==> src/bcci_pkg.sv <==
// shared constants for the bicubic convolution interpolator
package bcci_pkg;

    localparam int SAMPLE_BITS_DEF = 16;
    localparam int FRAC_BITS_DEF   = 16;
    localparam int QUEUE_DEPTH     = 2;
    localparam int OUT_BITS        = 31;

    localparam longint OUT_MAX = 64'sd1073741823;
    localparam longint OUT_MIN = -64'sd1073741824;

    // row index of the item that closes a window
    localparam logic [1:0] ROW_LAST = 2'd3;

endpackage

==> src/bcci_queue.sv <==
// small register queue between the row front end and the evaluation engine
module bcci_queue
    import bcci_pkg::*;
#(
    parameter int WIDTH = 8,
    parameter int DEPTH = QUEUE_DEPTH
) (
    input  logic             i_clk,
    input  logic             i_rst_n,
    input  logic             i_push,
    input  logic [WIDTH-1:0] i_data,
    input  logic             i_pop,
    output logic [WIDTH-1:0] o_data,
    output logic             o_full,
    output logic             o_empty
);

    localparam int AW = (DEPTH > 1) ? $clog2(DEPTH) : 1;

    logic [WIDTH-1:0] r_mem [DEPTH];
    logic [AW-1:0]    r_wr_ptr;
    logic [AW-1:0]    r_rd_ptr;
    logic [AW:0]      r_count;

    assign o_full  = (r_count == (AW+1)'(DEPTH));
    assign o_empty = (r_count == '0);
    assign o_data  = r_mem[r_rd_ptr];

    always_ff @(posedge i_clk) begin
        if (i_push && !o_full) begin
            r_mem[r_wr_ptr] <= i_data;
        end
    end

    always_ff @(posedge i_clk) begin
        if (!i_rst_n) begin
            r_wr_ptr <= '0;
            r_rd_ptr <= '0;
            r_count  <= '0;
        end else begin
            if (i_push && !o_full) begin
                r_wr_ptr <= (r_wr_ptr == AW'(DEPTH - 1)) ? '0 : r_wr_ptr + 1'b1;
            end
            if (i_pop && !o_empty) begin
                r_rd_ptr <= (r_rd_ptr == AW'(DEPTH - 1)) ? '0 : r_rd_ptr + 1'b1;
            end
            case ({i_push && !o_full, i_pop && !o_empty})
                2'b10:   r_count <= r_count + 1'b1;
                2'b01:   r_count <= r_count - 1'b1;
                default: r_count <= r_count;
            endcase
        end
    end

endmodule

==> src/bcci_front.sv <==
// front end: takes row transactions, masks nulls, forms the row polynomial coefficients
module bcci_front
    import bcci_pkg::*;
#(
    parameter int SAMPLE_BITS = SAMPLE_BITS_DEF,
    parameter int FRAC_BITS   = FRAC_BITS_DEF,
    parameter int EW          = 3 * (SAMPLE_BITS + 3) + SAMPLE_BITS + 2 * FRAC_BITS + 2
) (
    input  logic                          i_clk,
    input  logic                          i_rst_n,
    input  logic                          i_start,
    output logic                          o_busy,
    input  logic signed [SAMPLE_BITS-1:0] i_sample_0,
    input  logic signed [SAMPLE_BITS-1:0] i_sample_1,
    input  logic signed [SAMPLE_BITS-1:0] i_sample_2,
    input  logic signed [SAMPLE_BITS-1:0] i_sample_3,
    input  logic [3:0]                    i_null_mask,
    input  logic [FRAC_BITS-1:0]          i_frac_x,
    input  logic [FRAC_BITS-1:0]          i_frac_y,
    input  logic                          i_full,
    output logic                          o_push,
    output logic [EW-1:0]                 o_entry
);

    localparam int CB = SAMPLE_BITS + 3;

    logic [1:0]           r_row;
    logic signed [CB-1:0] w_s0, w_s1, w_s2, w_s3;
    logic signed [CB-1:0] w_c3, w_c2, w_c1;

    assign o_busy = i_full;
    assign o_push = i_start && !i_full;

    assign w_s0 = i_null_mask[0] ? '0 : CB'(i_sample_0);
    assign w_s1 = i_null_mask[1] ? '0 : CB'(i_sample_1);
    assign w_s2 = i_null_mask[2] ? '0 : CB'(i_sample_2);
    assign w_s3 = i_null_mask[3] ? '0 : CB'(i_sample_3);

    assign w_c3 = w_s3 - w_s2 + w_s1 - w_s0;
    assign w_c2 = w_s2 - w_s3 - (w_s1 <<< 1) + (w_s0 <<< 1);
    assign w_c1 = w_s2 - w_s0;

    assign o_entry = {w_c3, w_c2, w_c1, w_s1[SAMPLE_BITS-1:0], i_frac_x, i_frac_y, r_row};

    always_ff @(posedge i_clk) begin
        if (!i_rst_n) begin
            r_row <= '0;
        end else if (o_push) begin
            r_row <= r_row + 1'b1;
        end
    end

endmodule

==> src/bcci_back.sv <==
// evaluation engine: horner steps on shared multipliers, row store, column pass, output
module bcci_back
    import bcci_pkg::*;
#(
    parameter int SAMPLE_BITS = SAMPLE_BITS_DEF,
    parameter int FRAC_BITS   = FRAC_BITS_DEF,
    parameter int EW          = 3 * (SAMPLE_BITS + 3) + SAMPLE_BITS + 2 * FRAC_BITS + 2
) (
    input  logic                       i_clk,
    input  logic                       i_rst_n,
    input  logic [EW-1:0]              i_entry,
    input  logic                       i_empty,
    output logic                       o_pop,
    output logic                       o_valid,
    output logic signed [OUT_BITS-1:0] o_interp_value
);

    localparam int S  = SAMPLE_BITS;
    localparam int F  = FRAC_BITS;
    localparam int CB = S + 3;
    localparam int CW = S + F + 8;
    localparam int SH = F - 8;
    localparam int XW = (CW + 1 > 32) ? CW + 1 : 32;
    localparam logic [2*F:0] HALF = (2*F+1)'(1) << (F - 1);
    localparam logic signed [XW-1:0] SAT_MAX = XW'(OUT_MAX);
    localparam logic signed [XW-1:0] SAT_MIN = XW'(OUT_MIN);

    typedef enum logic [2:0] {ST_IDLE, ST_MUL, ST_ADD, ST_COLSET, ST_FIN} t_state;

    t_state               r_state;
    logic signed [CW-1:0] r_acc;
    logic signed [CW-1:0] r_k1, r_k2, r_k3;
    logic signed [CW-1:0] r_part [3];
    logic signed [CW-1:0] r_phi;
    logic [2*F-1:0]       r_plo;
    logic [F-1:0]         r_t;
    logic [F-1:0]         r_ty;
    logic [1:0]           r_step;
    logic [1:0]           r_row;
    logic                 r_col;

    // queue entry fields
    logic signed [CB-1:0] e_c3, e_c2, e_c1;
    logic signed [S-1:0]  e_s1;
    logic [F-1:0]         e_fx, e_fy;
    logic [1:0]           e_row;

    logic signed [CW-F-1:0] w_hi;
    logic signed [CW:0]     w_phi_full;
    logic [2*F:0]           w_rsum;
    logic signed [CW-1:0]   w_coef;
    logic signed [CW-1:0]   w_next;
    logic signed [CW-1:0]   w_p3;
    logic signed [CW:0]     w_shift;
    logic signed [XW-1:0]   w_v;
    logic signed [XW-1:0]   w_sat;

    assign {e_c3, e_c2, e_c1, e_s1, e_fx, e_fy, e_row} = i_entry;

    assign o_pop = (r_state == ST_IDLE) && !i_empty;

    // acc*t split as hi*t + round(lo*t), keeps each product narrow
    assign w_hi       = r_acc[CW-1:F];
    assign w_phi_full = w_hi * $signed({1'b0, r_t});
    assign w_rsum     = {1'b0, r_plo} + HALF;

    always_comb begin
        case (r_step)
            2'd0:    w_coef = r_k1;
            2'd1:    w_coef = r_k2;
            default: w_coef = r_k3;
        endcase
    end

    assign w_next = r_phi + CW'(w_rsum[2*F:F]) + w_coef;
    assign w_p3   = r_acc;

    // final Q.F to Q.8 with round half up
    generate
        if (SH > 0) begin : g_round
            localparam logic signed [CW:0] HALF_OUT = (CW+1)'(1) << (SH - 1);
            assign w_shift = ($signed({r_acc[CW-1], r_acc}) + HALF_OUT) >>> SH;
        end else begin : g_noround
            assign w_shift = $signed({r_acc[CW-1], r_acc});
        end
    endgenerate

    assign w_v   = XW'(w_shift);
    assign w_sat = (w_v > SAT_MAX) ? SAT_MAX : ((w_v < SAT_MIN) ? SAT_MIN : w_v);

    always_ff @(posedge i_clk) begin
        if (!i_rst_n) begin
            r_state <= ST_IDLE;
            o_valid <= 1'b0;
        end else begin
            o_valid <= 1'b0;
            unique case (r_state)
                ST_IDLE: begin
                    if (!i_empty) begin
                        r_state <= ST_MUL;
                    end
                end
                ST_MUL: begin
                    r_state <= ST_ADD;
                end
                ST_ADD: begin
                    if (r_step != 2'd2) begin
                        r_state <= ST_MUL;
                    end else if (r_col) begin
                        r_state <= ST_FIN;
                    end else if (r_row == ROW_LAST) begin
                        r_state <= ST_COLSET;
                    end else begin
                        r_state <= ST_IDLE;
                    end
                end
                ST_COLSET: begin
                    r_state <= ST_MUL;
                end
                ST_FIN: begin
                    o_valid <= 1'b1;
                    r_state <= ST_IDLE;
                end
                default: begin
                    r_state <= ST_IDLE;
                end
            endcase
        end
    end

    // datapath registers
    always_ff @(posedge i_clk) begin
        unique case (r_state)
            ST_IDLE: begin
                r_acc  <= {{(CW-CB-F){e_c3[CB-1]}}, e_c3, {F{1'b0}}};
                r_k1   <= {{(CW-CB-F){e_c2[CB-1]}}, e_c2, {F{1'b0}}};
                r_k2   <= {{(CW-CB-F){e_c1[CB-1]}}, e_c1, {F{1'b0}}};
                r_k3   <= {{(CW-S-F){e_s1[S-1]}}, e_s1, {F{1'b0}}};
                r_t    <= e_fx;
                r_ty   <= e_fy;
                r_row  <= e_row;
                r_step <= 2'd0;
                r_col  <= 1'b0;
            end
            ST_MUL: begin
                r_phi <= w_phi_full[CW-1:0];
                r_plo <= r_acc[F-1:0] * r_t;
            end
            ST_ADD: begin
                r_acc  <= w_next;
                r_step <= r_step + 1'b1;
                if (r_step == 2'd2 && !r_col) begin
                    case (r_row)
                        2'd0:    r_part[0] <= w_next;
                        2'd1:    r_part[1] <= w_next;
                        2'd2:    r_part[2] <= w_next;
                        default: ;
                    endcase
                end
            end
            ST_COLSET: begin
                // column pass over the stored rows and the row just finished
                r_acc  <= w_p3 - r_part[2] + r_part[1] - r_part[0];
                r_k1   <= r_part[2] - w_p3 - (r_part[1] <<< 1) + (r_part[0] <<< 1);
                r_k2   <= r_part[2] - r_part[0];
                r_k3   <= r_part[1];
                r_t    <= r_ty;
                r_step <= 2'd0;
                r_col  <= 1'b1;
            end
            ST_FIN: begin
                o_interp_value <= w_sat[OUT_BITS-1:0];
            end
            default: ;
        endcase
    end

endmodule

==> src/bicubic_convolution_interpolator.sv <==
// top level: 4x4 bicubic convolution interpolator, one window row per transaction
// the engine takes each row in three horner steps, a multiply state then an add state each,
// on shared multipliers; after the fourth row it runs a column pass over the four row results
// and then registers the result with its strobe; a 2-entry queue lets start be taken while
// the engine works; busy is high while the queue is full
// reset clears the row counter, queue and engine state; the result strobe cannot be held off
module bicubic_convolution_interpolator
    import bcci_pkg::*;
#(
    parameter int SAMPLE_BITS = SAMPLE_BITS_DEF,
    parameter int FRAC_BITS   = FRAC_BITS_DEF
) (
    input  logic                          i_clk,
    input  logic                          i_rst_n,
    input  logic                          start,
    output logic                          busy,
    input  logic signed [SAMPLE_BITS-1:0] i_sample_0,
    input  logic signed [SAMPLE_BITS-1:0] i_sample_1,
    input  logic signed [SAMPLE_BITS-1:0] i_sample_2,
    input  logic signed [SAMPLE_BITS-1:0] i_sample_3,
    input  logic [3:0]                    i_null_mask,
    input  logic [FRAC_BITS-1:0]          i_frac_x,
    input  logic [FRAC_BITS-1:0]          i_frac_y,
    output logic                          o_valid,
    output logic signed [OUT_BITS-1:0]    o_interp_value
);

    localparam int EW = 3 * (SAMPLE_BITS + 3) + SAMPLE_BITS + 2 * FRAC_BITS + 2;

    logic          w_push;
    logic          w_pop;
    logic          w_full;
    logic          w_empty;
    logic [EW-1:0] w_in_entry;
    logic [EW-1:0] w_out_entry;

    bcci_front #(
        .SAMPLE_BITS (SAMPLE_BITS),
        .FRAC_BITS   (FRAC_BITS),
        .EW          (EW)
    ) u_front (
        .i_clk       (i_clk),
        .i_rst_n     (i_rst_n),
        .i_start     (start),
        .o_busy      (busy),
        .i_sample_0  (i_sample_0),
        .i_sample_1  (i_sample_1),
        .i_sample_2  (i_sample_2),
        .i_sample_3  (i_sample_3),
        .i_null_mask (i_null_mask),
        .i_frac_x    (i_frac_x),
        .i_frac_y    (i_frac_y),
        .i_full      (w_full),
        .o_push      (w_push),
        .o_entry     (w_in_entry)
    );

    bcci_queue #(
        .WIDTH (EW),
        .DEPTH (QUEUE_DEPTH)
    ) u_queue (
        .i_clk   (i_clk),
        .i_rst_n (i_rst_n),
        .i_push  (w_push),
        .i_data  (w_in_entry),
        .i_pop   (w_pop),
        .o_data  (w_out_entry),
        .o_full  (w_full),
        .o_empty (w_empty)
    );

    bcci_back #(
        .SAMPLE_BITS (SAMPLE_BITS),
        .FRAC_BITS   (FRAC_BITS),
        .EW          (EW)
    ) u_back (
        .i_clk          (i_clk),
        .i_rst_n        (i_rst_n),
        .i_entry        (w_out_entry),
        .i_empty        (w_empty),
        .o_pop          (w_pop),
        .o_valid        (o_valid),
        .o_interp_value (o_interp_value)
    );

endmodule

==> config.mk <==
export PLATFORM = sky130hd
export DESIGN_NAME = bicubic_convolution_interpolator
export DESIGN_NICKNAME = d
export VERILOG_FILES = /design/src/bcci_pkg.sv /design/src/bcci_queue.sv /design/src/bcci_front.sv /design/src/bcci_back.sv /design/src/bicubic_convolution_interpolator.sv
export SDC_FILE = /design/constraint.sdc
export NUM_CORES = 2
export LEC_CHECK = 0
export BUFFER_PORTS_ARGS = -buffer_cell sky130_fd_sc_hd__buf_2
export CAP_MARGIN = 20
export CELL_PAD_IN_SITES_DETAIL_PLACEMENT = 1
export CELL_PAD_IN_SITES_GLOBAL_PLACEMENT = 1
export CORE_ASPECT_RATIO = 2
export CORE_MARGIN = 4
export CORE_UTILIZATION = 57
export DETAILED_ROUTE_END_ITERATION = 10
export MAX_ROUTING_LAYER = met4
export PLACE_DENSITY_LB_ADDON = 0.12
export RECOVER_POWER = 100
export SLEW_MARGIN = 20
export SYNTH_ARGS = -nofsm -noshare
export SYNTH_HDL_FRONTEND = slang
export SYNTH_SLANG_ARGS = --single-unit
export TNS_END_PERCENT = 1
==> constraint.sdc <==
create_clock -name i_clk -period 18.8 [get_ports i_clk]
set_input_delay 3.76 -clock i_clk [delete_from_list [all_inputs] [get_ports i_clk]]
set_output_delay 3.76 -clock i_clk [all_outputs]
set_load 0.005 [all_outputs]
==> results_dict.tcl <==
set metrics [dict create \
    coreArea_sq_mm 0.108 \
    die_h_um 476 \
    dp_hpwl_um 153000 \
    clock_skew_ps 95.4 \
    yosysUniqueCellTypes 87 \
    drv_cap 27 \
    synth_nets 7317 \
    die_width_um 242 \
    cts_tree "built" \
    min_period_ps 10110 \
    crit_path_top_delay_cell "clkbuf_1" \
    hold_depth 0 \
    grt_use_total_pct 35.5 \
    finalSetupTns_ps 0 \
    drt_drc_violations_left 0 \
    nets 7377 \
    ff2ff_path_depth 19 \
    num_vias 44900 \
    clk_pin_slew_ps 70 \
    start_util_pct 57.4 \
    synth_warnings 0 \
    critPathBufInv 4 \
    slowest_delay_ps 2250 \
    multi_input_area_sq_mm 0.0389 \
    cts_hold_buf 0 \
    grt_max_degree 69 \
    slew_headroom_pct -154 \
    grt_pass1_vias 52200 \
    crit_family "buffers and inverters" \
    synth_area_per_cell_sq_um 10.5 \
    antenna_found_initial 3 \
    cts_buffer_depth 3 \
    tightest_slew_ps 3810 \
    ioPinCount 136 \
    drive_above_1_share_pct 4.78 \
    slew_viol_final 1136 \
    drtPass1Iterations 7 \
    rows 171 \
    synth_seq_area_share_pct 30.2 \
    violations "max-capacitance violations, max-slew violations" \
    synth.top_cell.area_share_pct 29.8 \
    report.final.hold_viol_count 0 \
    fillCellCount 11700 \
    routedWlPerCell_um 26.5 \
    cp.required_ps 19280 \
    setup_violations 0 \
    synth_area_leader_cell "edfxtp_1" \
    grt_overflow 0 \
    dieArea_sq_mm 0.115 \
    synthTopCellsByArea "edfxtp_1 (30%), fa_1 (26%), ha_1 (10%)" \
    crit_cells 19 \
    clk_latency_ps 720 \
    crit_fanout 40 \
    gp_congestion 0.979 \
    viasPerCell 6.06 \
    arrival_ps 10580 \
    clockRootBuffer "clkbuf_16" \
    max_freq_mhz 99.0 \
    postSynth.asyncResetShare_pct 0 \
    ys.flop_type "edfxtp_1" \
    htreeDepth 2 \
    cts_made_buffers 58 \
    register_area_sq_mm 0.0188 \
    synth_area_sq_mm 0.0623 \
    grt_pass1_wl_um 300000 \
    setup.worst_path.start_class "flop" \
    drtAntennaViolNets 0 \
    drt_iter0_drc 2634 \
    hp-class "flop to flop" \
    portBuffers 135 \
    area_growth_pct 6.42 \
    wl_um 197000 \
    fin_crit_sh_pct 53.8 \
    rsz0062_at_grt "no" \
    endpoint_kind "flop" \
    cts.sinks 630 \
    synth_seq_cells 630 \
    post-cts-setup-buffers 0 \
    worstSetupPathType "flop to flop" \
    synth-edff-count 619 \
    cts_resized 0 \
    syn_inst 5914 \
    status "finished with violations" \
    crit_chain "inv_1 -> ha_1 -> clkbuf_1 -> nor2_4 -> clkbuf_1 -> a21oi_1 -> fa_1 -> inv_1 -> ha_1 -> and3_1 -> o211ai_1 -> a21boi_0 -> o21ai_0 -> a311oi_1 -> o211ai_1 -> a21oi_1 -> a31oi_1 -> xnor2_1 -> a2bb2oi_1" \
]
-- stage by stage --
step           cells  area, sq um  hold WS, ps  utilization [%]  setup WS, ps
2_1_floorplan   5914        62300          447                -          9870
3_3_place_gp    7298        64600          463             59.5         10260
3_5_place_dp    7298        64600          475             59.5         10230
4_1_cts         7407        66600          493             61.4         10930
5_1_grt         7409        66300          525             61.1          8550
6_report        7410        66300          501             61.1          8690
-- cell usage after synthesis, types with 35 or more instances --
library cell  count
a21o_1          114
o21bai_1         45
a21oi_1         217
nand3_1          73
a211oi_1         35
xnor2_1         227
inv_1          1003
edfxtp_1        619
nand2b_1         86
o21ai_0         180
and2_1          298
a22oi_1          48
o21a_1           39
nor3_1           50
mux2i_1          87
ha_1            497
and3_1           38
clkbuf_1        194
fa_1            803
nor2_1          227
xor2_1           69
nand2_1         610
nor2b_1          37
-- cells in the final DEF (no fill, tap or decap), types with 84 or more instances in the layout --
cell type | Yosys | routed
a21o_1 | 114 | 114
a21oi_1 | 217 | 217
and2_1 | 298 | 287
buf_2 | 5 | 84
edfxtp_1 | 619 | 619
fa_1 | 803 | 803
ha_1 | 497 | 496
inv_1 | 1003 | 1003
mux2i_1 | 87 | 87
nand2_1 | 610 | 610
nand2b_1 | 86 | 86
nor2_1 | 227 | 224
o21ai_0 | 180 | 185
xnor2_1 | 227 | 227
-- registers in the layout (all words and copies together), names as in the netlist, named ones only --
| signal | count |
|---|---|
| u_back.r_acc | 40 |
| u_back.r_state | 3 |
| u_queue.r_mem | 214 |
| u_back.r_k3 | 40 |
| u_back.r_part | 120 |
| u_front.r_row | 2 |
| u_back.r_plo | 17 |
| u_queue.r_wr_ptr | 1 |
| u_back.r_k2 | 40 |
| u_back.r_t | 16 |
| u_back.r_phi | 40 |
| u_back.o_valid | 1 |
| u_back.o_interp_value | 31 |
| u_back.r_col | 1 |
| u_queue.r_count | 2 |
| u_back.r_k1 | 40 |
| u_back.r_step | 2 |
| u_back.r_ty | 16 |
| u_back.r_row | 2 |
| u_queue.r_rd_ptr | 1 |
-- area by class of cell --
cell class | instances | share of cell area, %
inverters | 1004 | 5.69
multi-input cells | 4066 | 58.6
diodes | 3 | 0.0113
clock inverters | 45 | 0.811
flip-flops and latches | 630 | 28.4
repair buffers | 214 | 1.68
well taps | 1384 | 2.61
clock buffers | 64 | 2.22
-- metal layers --
metal	vias to the layer above	track usage [%]	share of wire, %
li1	19400	-	-
met1	23100	35.3	33
met2	1639	65.5	54
met3	867	3.72	4.4
met4	0	23.6	8.6
met5	-	-	0
-- cells by family after synthesis --
family | after synthesis | synth area share, %
and+or+nand+nor | 1504 | 11.6
adders and majority gates | 1300 | 35.8
buffers and inverters | 1218 | 7.35
AOI/OAI and AO/OA | 853 | 9.09
DFF | 630 | 30.2
xor gates and xnor gates | 296 | 4.16
muxes | 113 | 1.87
-- final timing paths --
check	startpoint	end	slack, ps
worst max-delay path	u_back.r_step[0]	u_back.r_acc[39]	8690
worst min-delay path	u_front.r_row[1]	u_queue.r_mem[1][1]	500
worst max register to register	u_back.r_step[0]	u_back.r_acc[39]	8690
worst min register to register	u_front.r_row[1]	u_queue.r_mem[1][1]	500
Power is not shown: default switching activity piles up to over one toggle a cycle in this logic, so the estimate is an artifact.
